## src/hw/rtl/key_group_debounce_event_mapper_assert.svh

```systemverilog
// Assertion helpers for the key group debounce block.
// Both expect clk_i in the scope of use; KGDM_ASSERT also expects rst_ni.
`ifndef KEY_GROUP_DEBOUNCE_EVENT_MAPPER_ASSERT_SVH
`define KEY_GROUP_DEBOUNCE_EVENT_MAPPER_ASSERT_SVH

// Check while out of reset.
`define KGDM_ASSERT(lbl, prop, msg) \
  lbl: assert property (@(posedge clk_i) disable iff (!rst_ni) prop) else $error(msg);

// Check at every edge, reset included.
`define KGDM_ASSERT_ALWAYS(lbl, prop, msg) \
  lbl: assert property (@(posedge clk_i) prop) else $error(msg);

`endif

```

## src/hw/rtl/kgdm_pkg.sv

```systemverilog
package kgdm_pkg;

  localparam int unsigned TimeW    = 32;
  localparam int unsigned CfgW     = 16;
  localparam int unsigned CntW     = 16;
  localparam int unsigned KeyW     = 3;
  localparam int unsigned NumEv    = 4;
  localparam int unsigned CfgIdxW  = 8;
  localparam int unsigned CfgDataW = 16;

  localparam logic [CfgW-1:0] DebounceTimeRst  = 16'd30;
  localparam logic [CfgW-1:0] LongPressTimeRst = 16'd800;

  // Register indexes on the configuration port.
  localparam logic [CfgIdxW-1:0] CfgDebounceTime  = 8'd0;
  localparam logic [CfgIdxW-1:0] CfgLongPressTime = 8'd1;

  // Key bit positions.
  localparam int unsigned KeyK1 = 0;
  localparam int unsigned KeyK2 = 1;
  localparam int unsigned KeyK3 = 2;

  // Pending flag / counter positions.
  localparam int unsigned FlagK1Short = 0;
  localparam int unsigned FlagK1Long  = 1;
  localparam int unsigned FlagK2Short = 2;
  localparam int unsigned FlagK3Short = 3;

  typedef enum logic [2:0] {
    EvNone    = 3'd0,
    EvK1Short = 3'd1,
    EvK1Long  = 3'd2,
    EvK2Short = 3'd3,
    EvK3Short = 3'd4
  } ev_code_e;

endpackage

```

## src/hw/rtl/kgdm_intf.sv

```systemverilog
interface kgdm_poll_if;
  logic                      valid;
  logic                      ready;
  logic                      tick;
  logic [kgdm_pkg::KeyW-1:0] raw_keys;
  logic                      pop_request;

  modport source (output valid, tick, raw_keys, pop_request, input ready);
  modport sink   (input valid, tick, raw_keys, pop_request, output ready);
endinterface

interface kgdm_event_if;
  logic                       valid;
  logic                       ready;
  logic                       event_valid;
  logic [2:0]                 event_code;
  logic [kgdm_pkg::NumEv-1:0] pending_flags;
  logic [kgdm_pkg::KeyW-1:0]  stable_keys;
  logic                       long_active;
  logic [kgdm_pkg::CntW-1:0]  k1_short_total;
  logic [kgdm_pkg::CntW-1:0]  k1_long_total;
  logic [kgdm_pkg::CntW-1:0]  k2_short_total;
  logic [kgdm_pkg::CntW-1:0]  k3_short_total;
  logic [kgdm_pkg::TimeW-1:0] time_ms;

  modport source (output valid, event_valid, event_code, pending_flags, stable_keys,
                  long_active, k1_short_total, k1_long_total, k2_short_total,
                  k3_short_total, time_ms, input ready);
  modport sink   (input valid, event_valid, event_code, pending_flags, stable_keys,
                  long_active, k1_short_total, k1_long_total, k2_short_total,
                  k3_short_total, time_ms, output ready);
endinterface

interface kgdm_cfg_if;
  logic                          valid;
  logic                          ready;
  logic [kgdm_pkg::CfgIdxW-1:0]  index;
  logic [kgdm_pkg::CfgDataW-1:0] data;

  modport source (output valid, index, data, input ready);
  modport sink   (input valid, index, data, output ready);
endinterface

```

## src/hw/rtl/key_group_debounce_event_mapper.sv

```systemverilog
// Channel  | Dir | Payload                                   | Beat when
// ---------+-----+-------------------------------------------+------------------
// poll_i   | in  | tick, raw_keys, pop_request               | valid && ready
// event_o  | out | event_valid/code, flags, keys, totals,time| valid && ready
// cfg_i    | in  | index, data (debounce / long press time)  | valid && ready
//
// One poll per clock sustained while event_o is ready. A poll's result passes the
// input register, then the result register, before it is offered on event_o.
// Debounce and long press checks (32-bit subtract and compare) sit between the two.
// Reset clears the block state (keys released, totals and time zero), timing to 30/800 ms.
// A stalled event_o holds its beat; one more poll waits in the input register,
// then poll_i.ready drops. cfg_i is always ready.

`include "key_group_debounce_event_mapper_assert.svh"

module key_group_debounce_event_mapper (
  input  logic clk_i,
  input  logic rst_ni,
  kgdm_poll_if.sink    poll_i,
  kgdm_event_if.source event_o,
  kgdm_cfg_if.sink     cfg_i
);

  // Configuration registers
  logic [kgdm_pkg::CfgW-1:0] debounce_time_q, long_press_time_q;

  assign cfg_i.ready = 1'b1;

  always_ff @(posedge clk_i or negedge rst_ni) begin
    if (!rst_ni) begin
      debounce_time_q   <= kgdm_pkg::DebounceTimeRst;
      long_press_time_q <= kgdm_pkg::LongPressTimeRst;
    end else if (cfg_i.valid) begin
      // Writes beyond the register list are dropped.
      if (cfg_i.index == kgdm_pkg::CfgDebounceTime) begin
        debounce_time_q <= cfg_i.data;
      end else if (cfg_i.index == kgdm_pkg::CfgLongPressTime) begin
        long_press_time_q <= cfg_i.data;
      end
    end
  end

  // Input register
  logic                      s1_valid_q;
  logic                      s1_tick_q;
  logic [kgdm_pkg::KeyW-1:0] s1_raw_q;
  logic                      s1_pop_q;
  logic                      out_valid_q;
  logic                      advance;
  logic                      fire;

  // Result register is free, or its beat leaves this cycle.
  assign advance      = !out_valid_q || event_o.ready;
  assign fire         = s1_valid_q && advance;
  assign poll_i.ready = !s1_valid_q || advance;

  always_ff @(posedge clk_i or negedge rst_ni) begin
    if (!rst_ni) begin
      s1_valid_q <= 1'b0;
    end else if (poll_i.ready) begin
      s1_valid_q <= poll_i.valid;
    end
  end

  always_ff @(posedge clk_i) begin
    if (poll_i.ready && poll_i.valid) begin
      s1_tick_q <= poll_i.tick;
      s1_raw_q  <= poll_i.raw_keys;
      s1_pop_q  <= poll_i.pop_request;
    end
  end

  // Block state
  logic [kgdm_pkg::TimeW-1:0] ms_q, ms_d;
  logic [kgdm_pkg::KeyW-1:0]  last_raw_q;
  logic [kgdm_pkg::TimeW-1:0] rct_q, rct_d;
  logic [kgdm_pkg::KeyW-1:0]  deb_q, deb_d;
  logic [kgdm_pkg::KeyW-1:0]  acc_q, acc_d;
  logic                       locked_q, locked_d;
  logic                       lrep_q, lrep_d;
  logic [kgdm_pkg::TimeW-1:0] pst_q, pst_d;
  logic [kgdm_pkg::NumEv-1:0] pend_q, pend_d;
  logic [kgdm_pkg::CntW-1:0]  cnt_q [kgdm_pkg::NumEv];
  logic                       ev_valid_q, ev_valid_d;
  kgdm_pkg::ev_code_e         ev_code_q, ev_code_d;

  logic                       raw_changed;
  logic [kgdm_pkg::TimeW-1:0] deb_age, press_age;
  logic                       deb_take, press, release_grp, long_hit;
  logic [kgdm_pkg::NumEv-1:0] raise, pend_raised;

  always_comb begin
    ms_d        = ms_q + {{(kgdm_pkg::TimeW-1){1'b0}}, s1_tick_q};
    raw_changed = (s1_raw_q != last_raw_q);
    rct_d       = raw_changed ? ms_d : rct_q;
    // A fresh raw change has age zero.
    deb_age     = raw_changed ? '0 : (ms_d - rct_q);
    deb_take    = (s1_raw_q != deb_q) &&
                  (deb_age >= {{(kgdm_pkg::TimeW-kgdm_pkg::CfgW){1'b0}}, debounce_time_q});
    deb_d       = deb_take ? s1_raw_q : deb_q;
    press       = deb_take && (deb_q == '0) && (s1_raw_q != '0);
    release_grp = deb_take && (deb_q != '0) && (s1_raw_q == '0);

    raise    = '0;
    locked_d = locked_q;
    acc_d    = acc_q;
    lrep_d   = lrep_q;
    pst_d    = pst_q;

    if (press) begin
      locked_d = 1'b1;
      acc_d    = s1_raw_q;
      pst_d    = ms_d;
      lrep_d   = 1'b0;
      raise[kgdm_pkg::FlagK2Short] = s1_raw_q[kgdm_pkg::KeyK2];
      raise[kgdm_pkg::FlagK3Short] = s1_raw_q[kgdm_pkg::KeyK3];
    end else if (release_grp) begin
      // K1 short only if no long event came during this press.
      raise[kgdm_pkg::FlagK1Short] = locked_q && acc_q[kgdm_pkg::KeyK1] && !lrep_q;
      locked_d = 1'b0;
      acc_d    = '0;
      lrep_d   = 1'b0;
      pst_d    = '0;
    end

    // Hold time of K1; zero in the press poll itself.
    press_age = press ? '0 : (ms_d - pst_q);
    long_hit  = locked_d && acc_d[kgdm_pkg::KeyK1] && deb_d[kgdm_pkg::KeyK1] && !lrep_d &&
                (press_age >= {{(kgdm_pkg::TimeW-kgdm_pkg::CfgW){1'b0}}, long_press_time_q});
    if (long_hit) begin
      lrep_d = 1'b1;
      raise[kgdm_pkg::FlagK1Long] = 1'b1;
    end

    pend_raised = pend_q | raise;
    pend_d      = pend_raised;
    ev_valid_d  = 1'b0;
    ev_code_d   = kgdm_pkg::EvNone;
    // Pop the lowest flag first.
    if (s1_pop_q) begin
      priority if (pend_raised[kgdm_pkg::FlagK1Short]) begin
        pend_d[kgdm_pkg::FlagK1Short] = 1'b0;
        ev_valid_d = 1'b1;
        ev_code_d  = kgdm_pkg::EvK1Short;
      end else if (pend_raised[kgdm_pkg::FlagK1Long]) begin
        pend_d[kgdm_pkg::FlagK1Long] = 1'b0;
        ev_valid_d = 1'b1;
        ev_code_d  = kgdm_pkg::EvK1Long;
      end else if (pend_raised[kgdm_pkg::FlagK2Short]) begin
        pend_d[kgdm_pkg::FlagK2Short] = 1'b0;
        ev_valid_d = 1'b1;
        ev_code_d  = kgdm_pkg::EvK2Short;
      end else if (pend_raised[kgdm_pkg::FlagK3Short]) begin
        pend_d[kgdm_pkg::FlagK3Short] = 1'b0;
        ev_valid_d = 1'b1;
        ev_code_d  = kgdm_pkg::EvK3Short;
      end else begin
        ev_valid_d = 1'b0;
      end
    end
  end

  // State advances only when a result is loaded, so the state registers
  // themselves carry the result fields of the beat on event_o.
  always_ff @(posedge clk_i or negedge rst_ni) begin
    if (!rst_ni) begin
      ms_q        <= '0;
      last_raw_q  <= '0;
      rct_q       <= '0;
      deb_q       <= '0;
      acc_q       <= '0;
      locked_q    <= 1'b0;
      lrep_q      <= 1'b0;
      pst_q       <= '0;
      pend_q      <= '0;
      ev_valid_q  <= 1'b0;
      ev_code_q   <= kgdm_pkg::EvNone;
    end else if (fire) begin
      ms_q        <= ms_d;
      last_raw_q  <= s1_raw_q;
      rct_q       <= rct_d;
      deb_q       <= deb_d;
      acc_q       <= acc_d;
      locked_q    <= locked_d;
      lrep_q      <= lrep_d;
      pst_q       <= pst_d;
      pend_q      <= pend_d;
      ev_valid_q  <= ev_valid_d;
      ev_code_q   <= ev_code_d;
    end
  end

  // Event counters wrap.
  for (genvar g = 0; g < kgdm_pkg::NumEv; g++) begin : g_cnt
    always_ff @(posedge clk_i or negedge rst_ni) begin
      if (!rst_ni) begin
        cnt_q[g] <= '0;
      end else if (fire && raise[g]) begin
        cnt_q[g] <= cnt_q[g] + {{(kgdm_pkg::CntW-1){1'b0}}, 1'b1};
      end
    end
  end

  always_ff @(posedge clk_i or negedge rst_ni) begin
    if (!rst_ni) begin
      out_valid_q <= 1'b0;
    end else if (advance) begin
      out_valid_q <= s1_valid_q;
    end
  end

  assign event_o.valid          = out_valid_q;
  assign event_o.event_valid    = ev_valid_q;
  assign event_o.event_code     = ev_code_q;
  assign event_o.pending_flags  = pend_q;
  assign event_o.stable_keys    = deb_q;
  assign event_o.long_active    = lrep_q;
  assign event_o.k1_short_total = cnt_q[kgdm_pkg::FlagK1Short];
  assign event_o.k1_long_total  = cnt_q[kgdm_pkg::FlagK1Long];
  assign event_o.k2_short_total = cnt_q[kgdm_pkg::FlagK2Short];
  assign event_o.k3_short_total = cnt_q[kgdm_pkg::FlagK3Short];
  assign event_o.time_ms        = ms_q;

  `KGDM_ASSERT_ALWAYS(a_lock_tracks_mask, locked_q == (acc_q != '0), "lock and mask disagree")
  `KGDM_ASSERT_ALWAYS(a_lock_tracks_stable, locked_q == (deb_q != '0), "lock without keys")
  `KGDM_ASSERT_ALWAYS(a_long_needs_k1, lrep_q |-> locked_q && acc_q[kgdm_pkg::KeyK1], "no K1")
  `KGDM_ASSERT(a_hold_poll, (s1_valid_q && !advance) |=> (s1_valid_q && $stable(s1_raw_q)), "poll lost")
  `KGDM_ASSERT(a_pop_code, (out_valid_q && ev_valid_q) |-> (ev_code_q != kgdm_pkg::EvNone), "pop without code")

endmodule
```

## src/flat_wrapper.sv

```systemverilog
// flat-port wrapper written by rule: the top's interface ports become plain ports
module key_group_debounce_event_mapper_flat 
  (clk_i, rst_ni, poll_i_valid, poll_i_tick, poll_i_raw_keys, poll_i_pop_request, poll_i_ready, event_o_valid, event_o_event_valid, event_o_event_code, event_o_pending_flags, event_o_stable_keys, event_o_long_active, event_o_k1_short_total, event_o_k1_long_total, event_o_k2_short_total, event_o_k3_short_total, event_o_time_ms, event_o_ready, cfg_i_valid, cfg_i_index, cfg_i_data, cfg_i_ready);
  kgdm_poll_if poll_i_i ();
  kgdm_event_if event_o_i ();
  kgdm_cfg_if cfg_i_i ();
  input  logic clk_i;
  input  logic rst_ni;
  input wire logic [$bits(poll_i_i.valid)-1:0] poll_i_valid;
  input wire logic [$bits(poll_i_i.tick)-1:0] poll_i_tick;
  input wire logic [$bits(poll_i_i.raw_keys)-1:0] poll_i_raw_keys;
  input wire logic [$bits(poll_i_i.pop_request)-1:0] poll_i_pop_request;
  output wire logic [$bits(poll_i_i.ready)-1:0] poll_i_ready;
  output wire logic [$bits(event_o_i.valid)-1:0] event_o_valid;
  output wire logic [$bits(event_o_i.event_valid)-1:0] event_o_event_valid;
  output wire logic [$bits(event_o_i.event_code)-1:0] event_o_event_code;
  output wire logic [$bits(event_o_i.pending_flags)-1:0] event_o_pending_flags;
  output wire logic [$bits(event_o_i.stable_keys)-1:0] event_o_stable_keys;
  output wire logic [$bits(event_o_i.long_active)-1:0] event_o_long_active;
  output wire logic [$bits(event_o_i.k1_short_total)-1:0] event_o_k1_short_total;
  output wire logic [$bits(event_o_i.k1_long_total)-1:0] event_o_k1_long_total;
  output wire logic [$bits(event_o_i.k2_short_total)-1:0] event_o_k2_short_total;
  output wire logic [$bits(event_o_i.k3_short_total)-1:0] event_o_k3_short_total;
  output wire logic [$bits(event_o_i.time_ms)-1:0] event_o_time_ms;
  input wire logic [$bits(event_o_i.ready)-1:0] event_o_ready;
  input wire logic [$bits(cfg_i_i.valid)-1:0] cfg_i_valid;
  input wire logic [$bits(cfg_i_i.index)-1:0] cfg_i_index;
  input wire logic [$bits(cfg_i_i.data)-1:0] cfg_i_data;
  output wire logic [$bits(cfg_i_i.ready)-1:0] cfg_i_ready;
  assign poll_i_i.valid = poll_i_valid;
  assign poll_i_i.tick = poll_i_tick;
  assign poll_i_i.raw_keys = poll_i_raw_keys;
  assign poll_i_i.pop_request = poll_i_pop_request;
  assign poll_i_ready = poll_i_i.ready;
  assign event_o_valid = event_o_i.valid;
  assign event_o_event_valid = event_o_i.event_valid;
  assign event_o_event_code = event_o_i.event_code;
  assign event_o_pending_flags = event_o_i.pending_flags;
  assign event_o_stable_keys = event_o_i.stable_keys;
  assign event_o_long_active = event_o_i.long_active;
  assign event_o_k1_short_total = event_o_i.k1_short_total;
  assign event_o_k1_long_total = event_o_i.k1_long_total;
  assign event_o_k2_short_total = event_o_i.k2_short_total;
  assign event_o_k3_short_total = event_o_i.k3_short_total;
  assign event_o_time_ms = event_o_i.time_ms;
  assign event_o_i.ready = event_o_ready;
  assign cfg_i_i.valid = cfg_i_valid;
  assign cfg_i_i.index = cfg_i_index;
  assign cfg_i_i.data = cfg_i_data;
  assign cfg_i_ready = cfg_i_i.ready;
  key_group_debounce_event_mapper u_core (.clk_i(clk_i), .rst_ni(rst_ni), .poll_i(poll_i_i), .event_o(event_o_i), .cfg_i(cfg_i_i));
endmodule
```

## config.mk

```make
export PLATFORM = sky130hd
export DESIGN_NAME = key_group_debounce_event_mapper_flat
export DESIGN_NICKNAME = d
export VERILOG_FILES = /design/src/hw/rtl/kgdm_pkg.sv /design/src/hw/rtl/kgdm_intf.sv /design/src/hw/rtl/key_group_debounce_event_mapper.sv /design/src/flat_wrapper.sv
export VERILOG_INCLUDE_DIRS = /design/src /design/src/hw/rtl
export SDC_FILE = /design/constraint.sdc
export NUM_CORES = 1
export LEC_CHECK = 0
export BUFFER_PORTS_ARGS = -buffer_cell sky130_fd_sc_hd__buf_2
export CAP_MARGIN = 20
export CELL_PAD_IN_SITES_DETAIL_PLACEMENT = 0
export CELL_PAD_IN_SITES_GLOBAL_PLACEMENT = 1
export CORE_MARGIN = 1
export CORE_UTILIZATION = 46
export DETAILED_ROUTE_END_ITERATION = 8
export PLACE_DENSITY_LB_ADDON = 0.1
export SYNTH_ARGS = -nofsm -noshare
export SYNTH_HDL_FRONTEND = slang
export SYNTH_SLANG_ARGS = --single-unit
```

## constraint.sdc

```tcl
create_clock -name clk_i -period 10.25 [get_ports clk_i]
set_clock_uncertainty 0.05 [all_clocks]
set_input_delay 1.5375 -clock clk_i [delete_from_list [all_inputs] [get_ports clk_i]]
set_output_delay 1.5375 -clock clk_i [all_outputs]
set_load 0.005 [all_outputs]
```

# Word-level counts from Yosys, hierarchy flattened
# Index checks and enable logic that the tools add are counted.
# classes
n_reduce_logical	34
eq_ne	3
n_bitwise	2
n_lt_le_gt_ge	2
addsub	7
mux	30
# op_table
operator	count
2-to-1 mux 32 bit	4
adder 16 x 1 -> 16 bit, second input constant	4
greater-or-equal comparator 32 x 16 -> 1 bit	2
subtractor 32 bit	2
adder 32 x 1 -> 32 bit	1
2-to-1 mux 3 bit	6
logical AND 1 bit	17
2-to-1 mux 1 bit	17
== test 8 x 1 -> 1 bit, second input constant	1
zero test 8 bit	1
AND reduction 2 bit	4
zero test 3 bit	2
inequality test 3 bit	2
nonzero test 3 bit	2
zero test 1 bit	4
2-to-1 mux 2 bit	2
2-to-1 mux 4 bit	1
bitwise OR 4 bit	1
AND reduction 3 bit	1
logical OR 1 bit	2
nonzero test 2 bit	1
inverter 1 bit	1
# totals
regBits	216
elab_cells	101
inputBits	34

# Depth between registers and ports, before layout
# depth
ltp_word	20
ltp_mapped	43

# Least setup slack after synthesis
# OpenSTA, ideal clock, no wires.
# synth_timing
path_type	reg2reg
startpoint	reg u_core.ms_q (netlist bit u_core.event_o.time_ms[0])
endpoint	reg u_core.cnt_q (netlist bit u_core.event_o.k1_long_total[1])
required_time_ps	10073
path_slack_ps	2284
arrival_ps	7789
path_stages_with_launch	40
synth_period_minus_slack_ps	7966
setup_ps	127
path_cell_list	dfrtp_1 ha_1 nand4_1 nor2_1 nand2_1 or3_1 or3_1 nor2_1 and3_1 and3_1 nand3_1 xor2_1 inv_1 ha_1 clkbuf_1 o21ai_0 and3b_1 a221o_1 (+4 left out) nand4b_2 and3_1 buf_6 buf_6 or2_2 ha_1 nand2b_1 a21o_1 a21o_1 a31oi_1 o221ai_1 a21oi_1 nand4_1 nor4_1 and4_1 nor2_1 nand2_2 mux2_1
# synth_via
elab_chain_len	15
elab_cells_between_ends	26
cone_classes	3 x add/sub; 2 x order compare; 10 x mux; 11 x reduce/logical
# synth_rtl
item	line	source
start, declared	key_group_debounce_event_mapper.sv:74	logic [kgdm_pkg::TimeW-1:0] ms_q, ms_d;
start signal, assigned	key_group_debounce_event_mapper.sv:179	ms_q <= ms_d;
adder 32 x 1 -> 32 bit *	key_group_debounce_event_mapper.sv:93	ms_d = ms_q + {{(kgdm_pkg::TimeW-1){1'b0}}, s1_tick_q};
via u_core.ms_d, one bit	key_group_debounce_event_mapper.sv:74	
branches (longest 11 deep; another with subtractor 32 bit)	-	
logical AND 1 bit *	key_group_debounce_event_mapper.sv:128	long_hit = locked_d && acc_d[kgdm_pkg::KeyK1] && deb_d[kgdm_pkg::KeyK1] && !lrep_d &&
2-to-1 mux 1 bit *	key_group_debounce_event_mapper.sv:130	if (long_hit) begin
logical AND 1 bit *	key_group_debounce_event_mapper.sv:198	end else if (fire && raise[g]) begin
end signal, assigned by index	key_group_debounce_event_mapper.sv:199	cnt_q[g] <= cnt_q[g] + {{(kgdm_pkg::CntW-1){1'b0}}, 1'b1};
end, declared	key_group_debounce_event_mapper.sv:83	logic [kgdm_pkg::CntW-1:0] cnt_q [kgdm_pkg::NumEv];
# Mark *: on every way through the listed nets, which the timed path passes.
# A chain may end at the register's enable or synchronous reset.

# Worst setup path after layout
# Ends and elaborated chain as after synthesis.

==> qor.yml <==
placement:
  gp_congestion: 0.9356
  dp.cells: 2178
  dp_hpwl_um: 30920
  dp_slack_ps: 545.5
  portBuffers: 143
yosys:
  synth-edff-count: 5
  synth_common_cells: "212 x nand2_1, 204 x dfrtp_1, 137 x inv_1"
  synth.net_count: 1819
  synth_area_um2: 14700
  yosysTopAreaCellShare_pct: 34.73
  yosysSeqAreaShare_pct: 37.00
  synth-main-ff-cell: "dfrtp_1"
  yosysUniqueCellTypes: 89
  yosysWarnings: 0
  yosys.area.top_type: "dfrtp_1"
  async_reset_ff_share_pct: 97.69
  synth_seq_cells: 216
  synth_area_leaders: "dfrtp_1 35%, ha_1 8.5%, xnor2_1 5.5%, nand2_1 5.4%, o21ai_0 4.2%"
  synth_most_common_cell: "nand2_1"
  postSynthCellCount: 1683
  avgSynthCellArea_um2: 8.734
setup_path:
  cp_common_cell: "nand4_1"
  crit_path_end: "u_core.event_o.k1_long_total[1]"
  endpoint_kind: "register"
  cp-startpoint: "u_core.event_o.time_ms[0]"
  r2r-start: "u_core.event_o.time_ms[0]"
  r2r-end: "u_core.event_o.k1_long_total[1]"
  path_class: "register to register"
  cpPeakStageDelay_ps: 480
  worstPathRequired_ps: 10620
  critPathArrivalTime_ps: 9830
  crit_slowest_cell: "ha_1"
  r2r_cells: 36
  crit_fanout: 17
  r2r_slack_ps: 800
  cp-start-kind: "register"
sta:
  timing_hold_violations_final: 0
  fin_tns_setup_ps: 0
  period_needed_ps: 9451
  min_period_over_period_pct: 92.21
  setup_slack_ps: 798.7
  fin_hold_ws_ps: 424.2
  tightest_slew_ps: 946.4
  slew_headroom_pct: 36.69
  rsz0062_at_grt: "false"
  slew_viol_final: 0
  fmax_mhz: 105.8
  setup_viol: 0
pwr:
  vdd_drop_max_mv: 0.1536
  p_int_uw: 2196
  p_per_area_nw_per_um2: 215.7
  p_clk_share_pct: 25.4
  finalPower_uw: 3583
  comb_power_share_pct: 47.0
  p_leak_uw: 0.008501
  p_sw_share_pct: 38.72
  power_frac_seq_pct: 27.6
  power.switching_uw: 1387
layout:
  area_delta_synth_final_pct: 13.01
  layout-drive-gt1-share_pct: 14.32
  layout.nets: 1940
  multi_input_area_um2: 8457
  final_cells: 2225
  insertedDiodeCount: 0
  register_area_um2: 5439
  n_fill_cell: 3056
routing:
  vias: 12400
  via_per_inst: 5.574
  drtPass1Iterations: 5
  final_antenna_net_count: 0
  route.detailed.drc: 0
  drt_iter0_markers: 845
  wirelength_um: 40080
  wl_per_cell_um: 18.01
min_path:
  min_path_type: "register to register"
  worstHoldStart: "u_core.event_o.k3_short_total[7]"
clock_network:
  clk_path_buf_depth: 3
  cts_made_buffers: 25
  htreeDepth: 1
  cts.reportedPaths.clkPinSlew_ps: 60
  post_cts_buffers: 0
  cts.sinks: 216
  tritoncts: "done"
  insertion_delay_ps: 550
  clockRootBuffer: "clkbuf_16"
flow_run:
  maxCapViolCount: 0
grt:
  grt_usage_pct: 24.82
  grt_max_degree: 79
  antenna_found_initial: 0
  grt_pass1_vias: 12100
  grt_pass1_wl_um: 65430
  overflow: 0
floorplanning:
  fp.coreArea_um2: 31470
  fp.dieH_um: 180.8
  fp.dieW_um: 180.8
  dieArea_um2: 32670
  rows: 65
  start_util_pct: 46.70
  num_io_pins: 145
run_status:
  status: "finished, final reports clean"
## final cells by class
class,instances,share of cell area (%)
Clock buffer,34,4.090
Clock inverter,12,0.9642
Inverter,137,3.096
Multi-Input combinational cell,1266,50.91
Sequential cell,216,32.74
Tap cell,402,3.028
Timing Repair Buffer,158,5.167
## sequential cells by signal (all words and copies together), names as in the netlist, 4 cells and up
| signal | cells |
|---|---|
| u_core.event_o.time_ms | 32 |
| u_core.rct_q | 32 |
| u_core.event_o.k1_short_total | 16 |
| u_core.event_o.pending_flags | 4 |
| u_core.event_o.k3_short_total | 16 |
| u_core.debounce_time_q | 16 |
| u_core.event_o.k1_long_total | 16 |
| u_core.event_o.k2_short_total | 16 |
| u_core.long_press_time_q | 16 |
| u_core.pst_q | 32 |
## what timing repair did
action | CTS | global route
hold buffers | 0 | 0
setup endpoints to repair | 0 | 17
gates resized for setup | 0 | 3
## power by group through the flow
| stage | logic, uW | registers [uW] | clock network, uW |
|---|---|---|---|
| after floorplan | 1230 | 991 | 0 |
| after global placement | 1660 | 1000 | 0 |
| after detailed placement | 1670 | 1000 | 0 |
| after CTS | 1680 | 988 | 937 |
| after global routing | 1890 | 999 | 966 |
| final | 1680 | 989 | 911 |
## worst min-delay path by stage
stage,end,slack [ps],cells past startpoint
5_1_grt,u_core.event_o.k3_short_total[15],440,1
4_1_cts,u_core.event_o.k3_short_total[15],430,1
3_3_place_gp,u_core.event_o.k1_short_total[15],400,1
2_1_floorplan,u_core.event_o.pending_flags[1],380,1
3_5_place_dp,u_core.event_o.k3_short_total[15],410,1
6_report,u_core.event_o.k3_short_total[7],420,1
## metrics by stage
step	utilization [%]	cell area [um^2]
after global routing	52.78	16610
after floorplan	-	14700
after global placement	49.98	15730
after detailed placement	50.00	15740
final	52.78	16610
after CTS	52.67	16580
## layout by cell type (no fill, tap or decap), types with 6 or more instances in the layout
master / count
nand2_1: 212
dfrtp_1: 204
buf_2: 142
inv_1: 137
o21ai_0: 123
ha_1: 100
nor2_1: 96
xnor2_1: 93
a21oi_1: 83
xor2_1: 66
nand3_1: 55
nand4_1: 47
a21o_1: 36
and3_1: 35
nor3_1: 30
mux2_2: 25
clkbuf_16: 25
o21a_1: 20
nor4_1: 18
nand2b_1: 18
and2_1: 15
buf_4: 14
or3_1: 13
nor2b_1: 11
and4_1: 11
o211ai_1: 11
a31oi_1: 10
o21bai_1: 9
or2_2: 7
clkbuf_1: 7
dfstp_2: 7
o2111ai_1: 6
a211oi_1: 6
nor3b_1: 6
## layer usage
metal  vias up  global-route usage [%]  share of wire, %
met5         -                       0                 0
met1      5941                   36.14                49
met4         0                   5.333               2.1
met3        49                   3.689               5.2
met2       279                   38.90                44
li1       6133                       -                 -
## critical path: cells and delay by family (launching register included)
family / cells / cell delay [ps]
DFF: 1 / 400
AOI/OAI and AO/OA: 10 / 2180
and+or+nand+nor: 19 / 4970
adders and majority gates: 3 / 940
muxes: 1 / 320
buffers and inverters: 2 / 280
xor gates and xnor gates: 1 / 180
## logic make-up after synthesis
| family | share of synthesized area (%) |
|---|---|
| adders and majority gates | 8.784 |
| and+or+nand+nor | 20.27 |
| xor gates and xnor gates | 9.474 |
| other | 0.02551 |
| AOI/OAI and AO/OA | 16.58 |
| buffers and inverters | 5.524 |
| DFF | 37.00 |
| muxes | 2.341 |
Power figures use the tool's default switching activity.
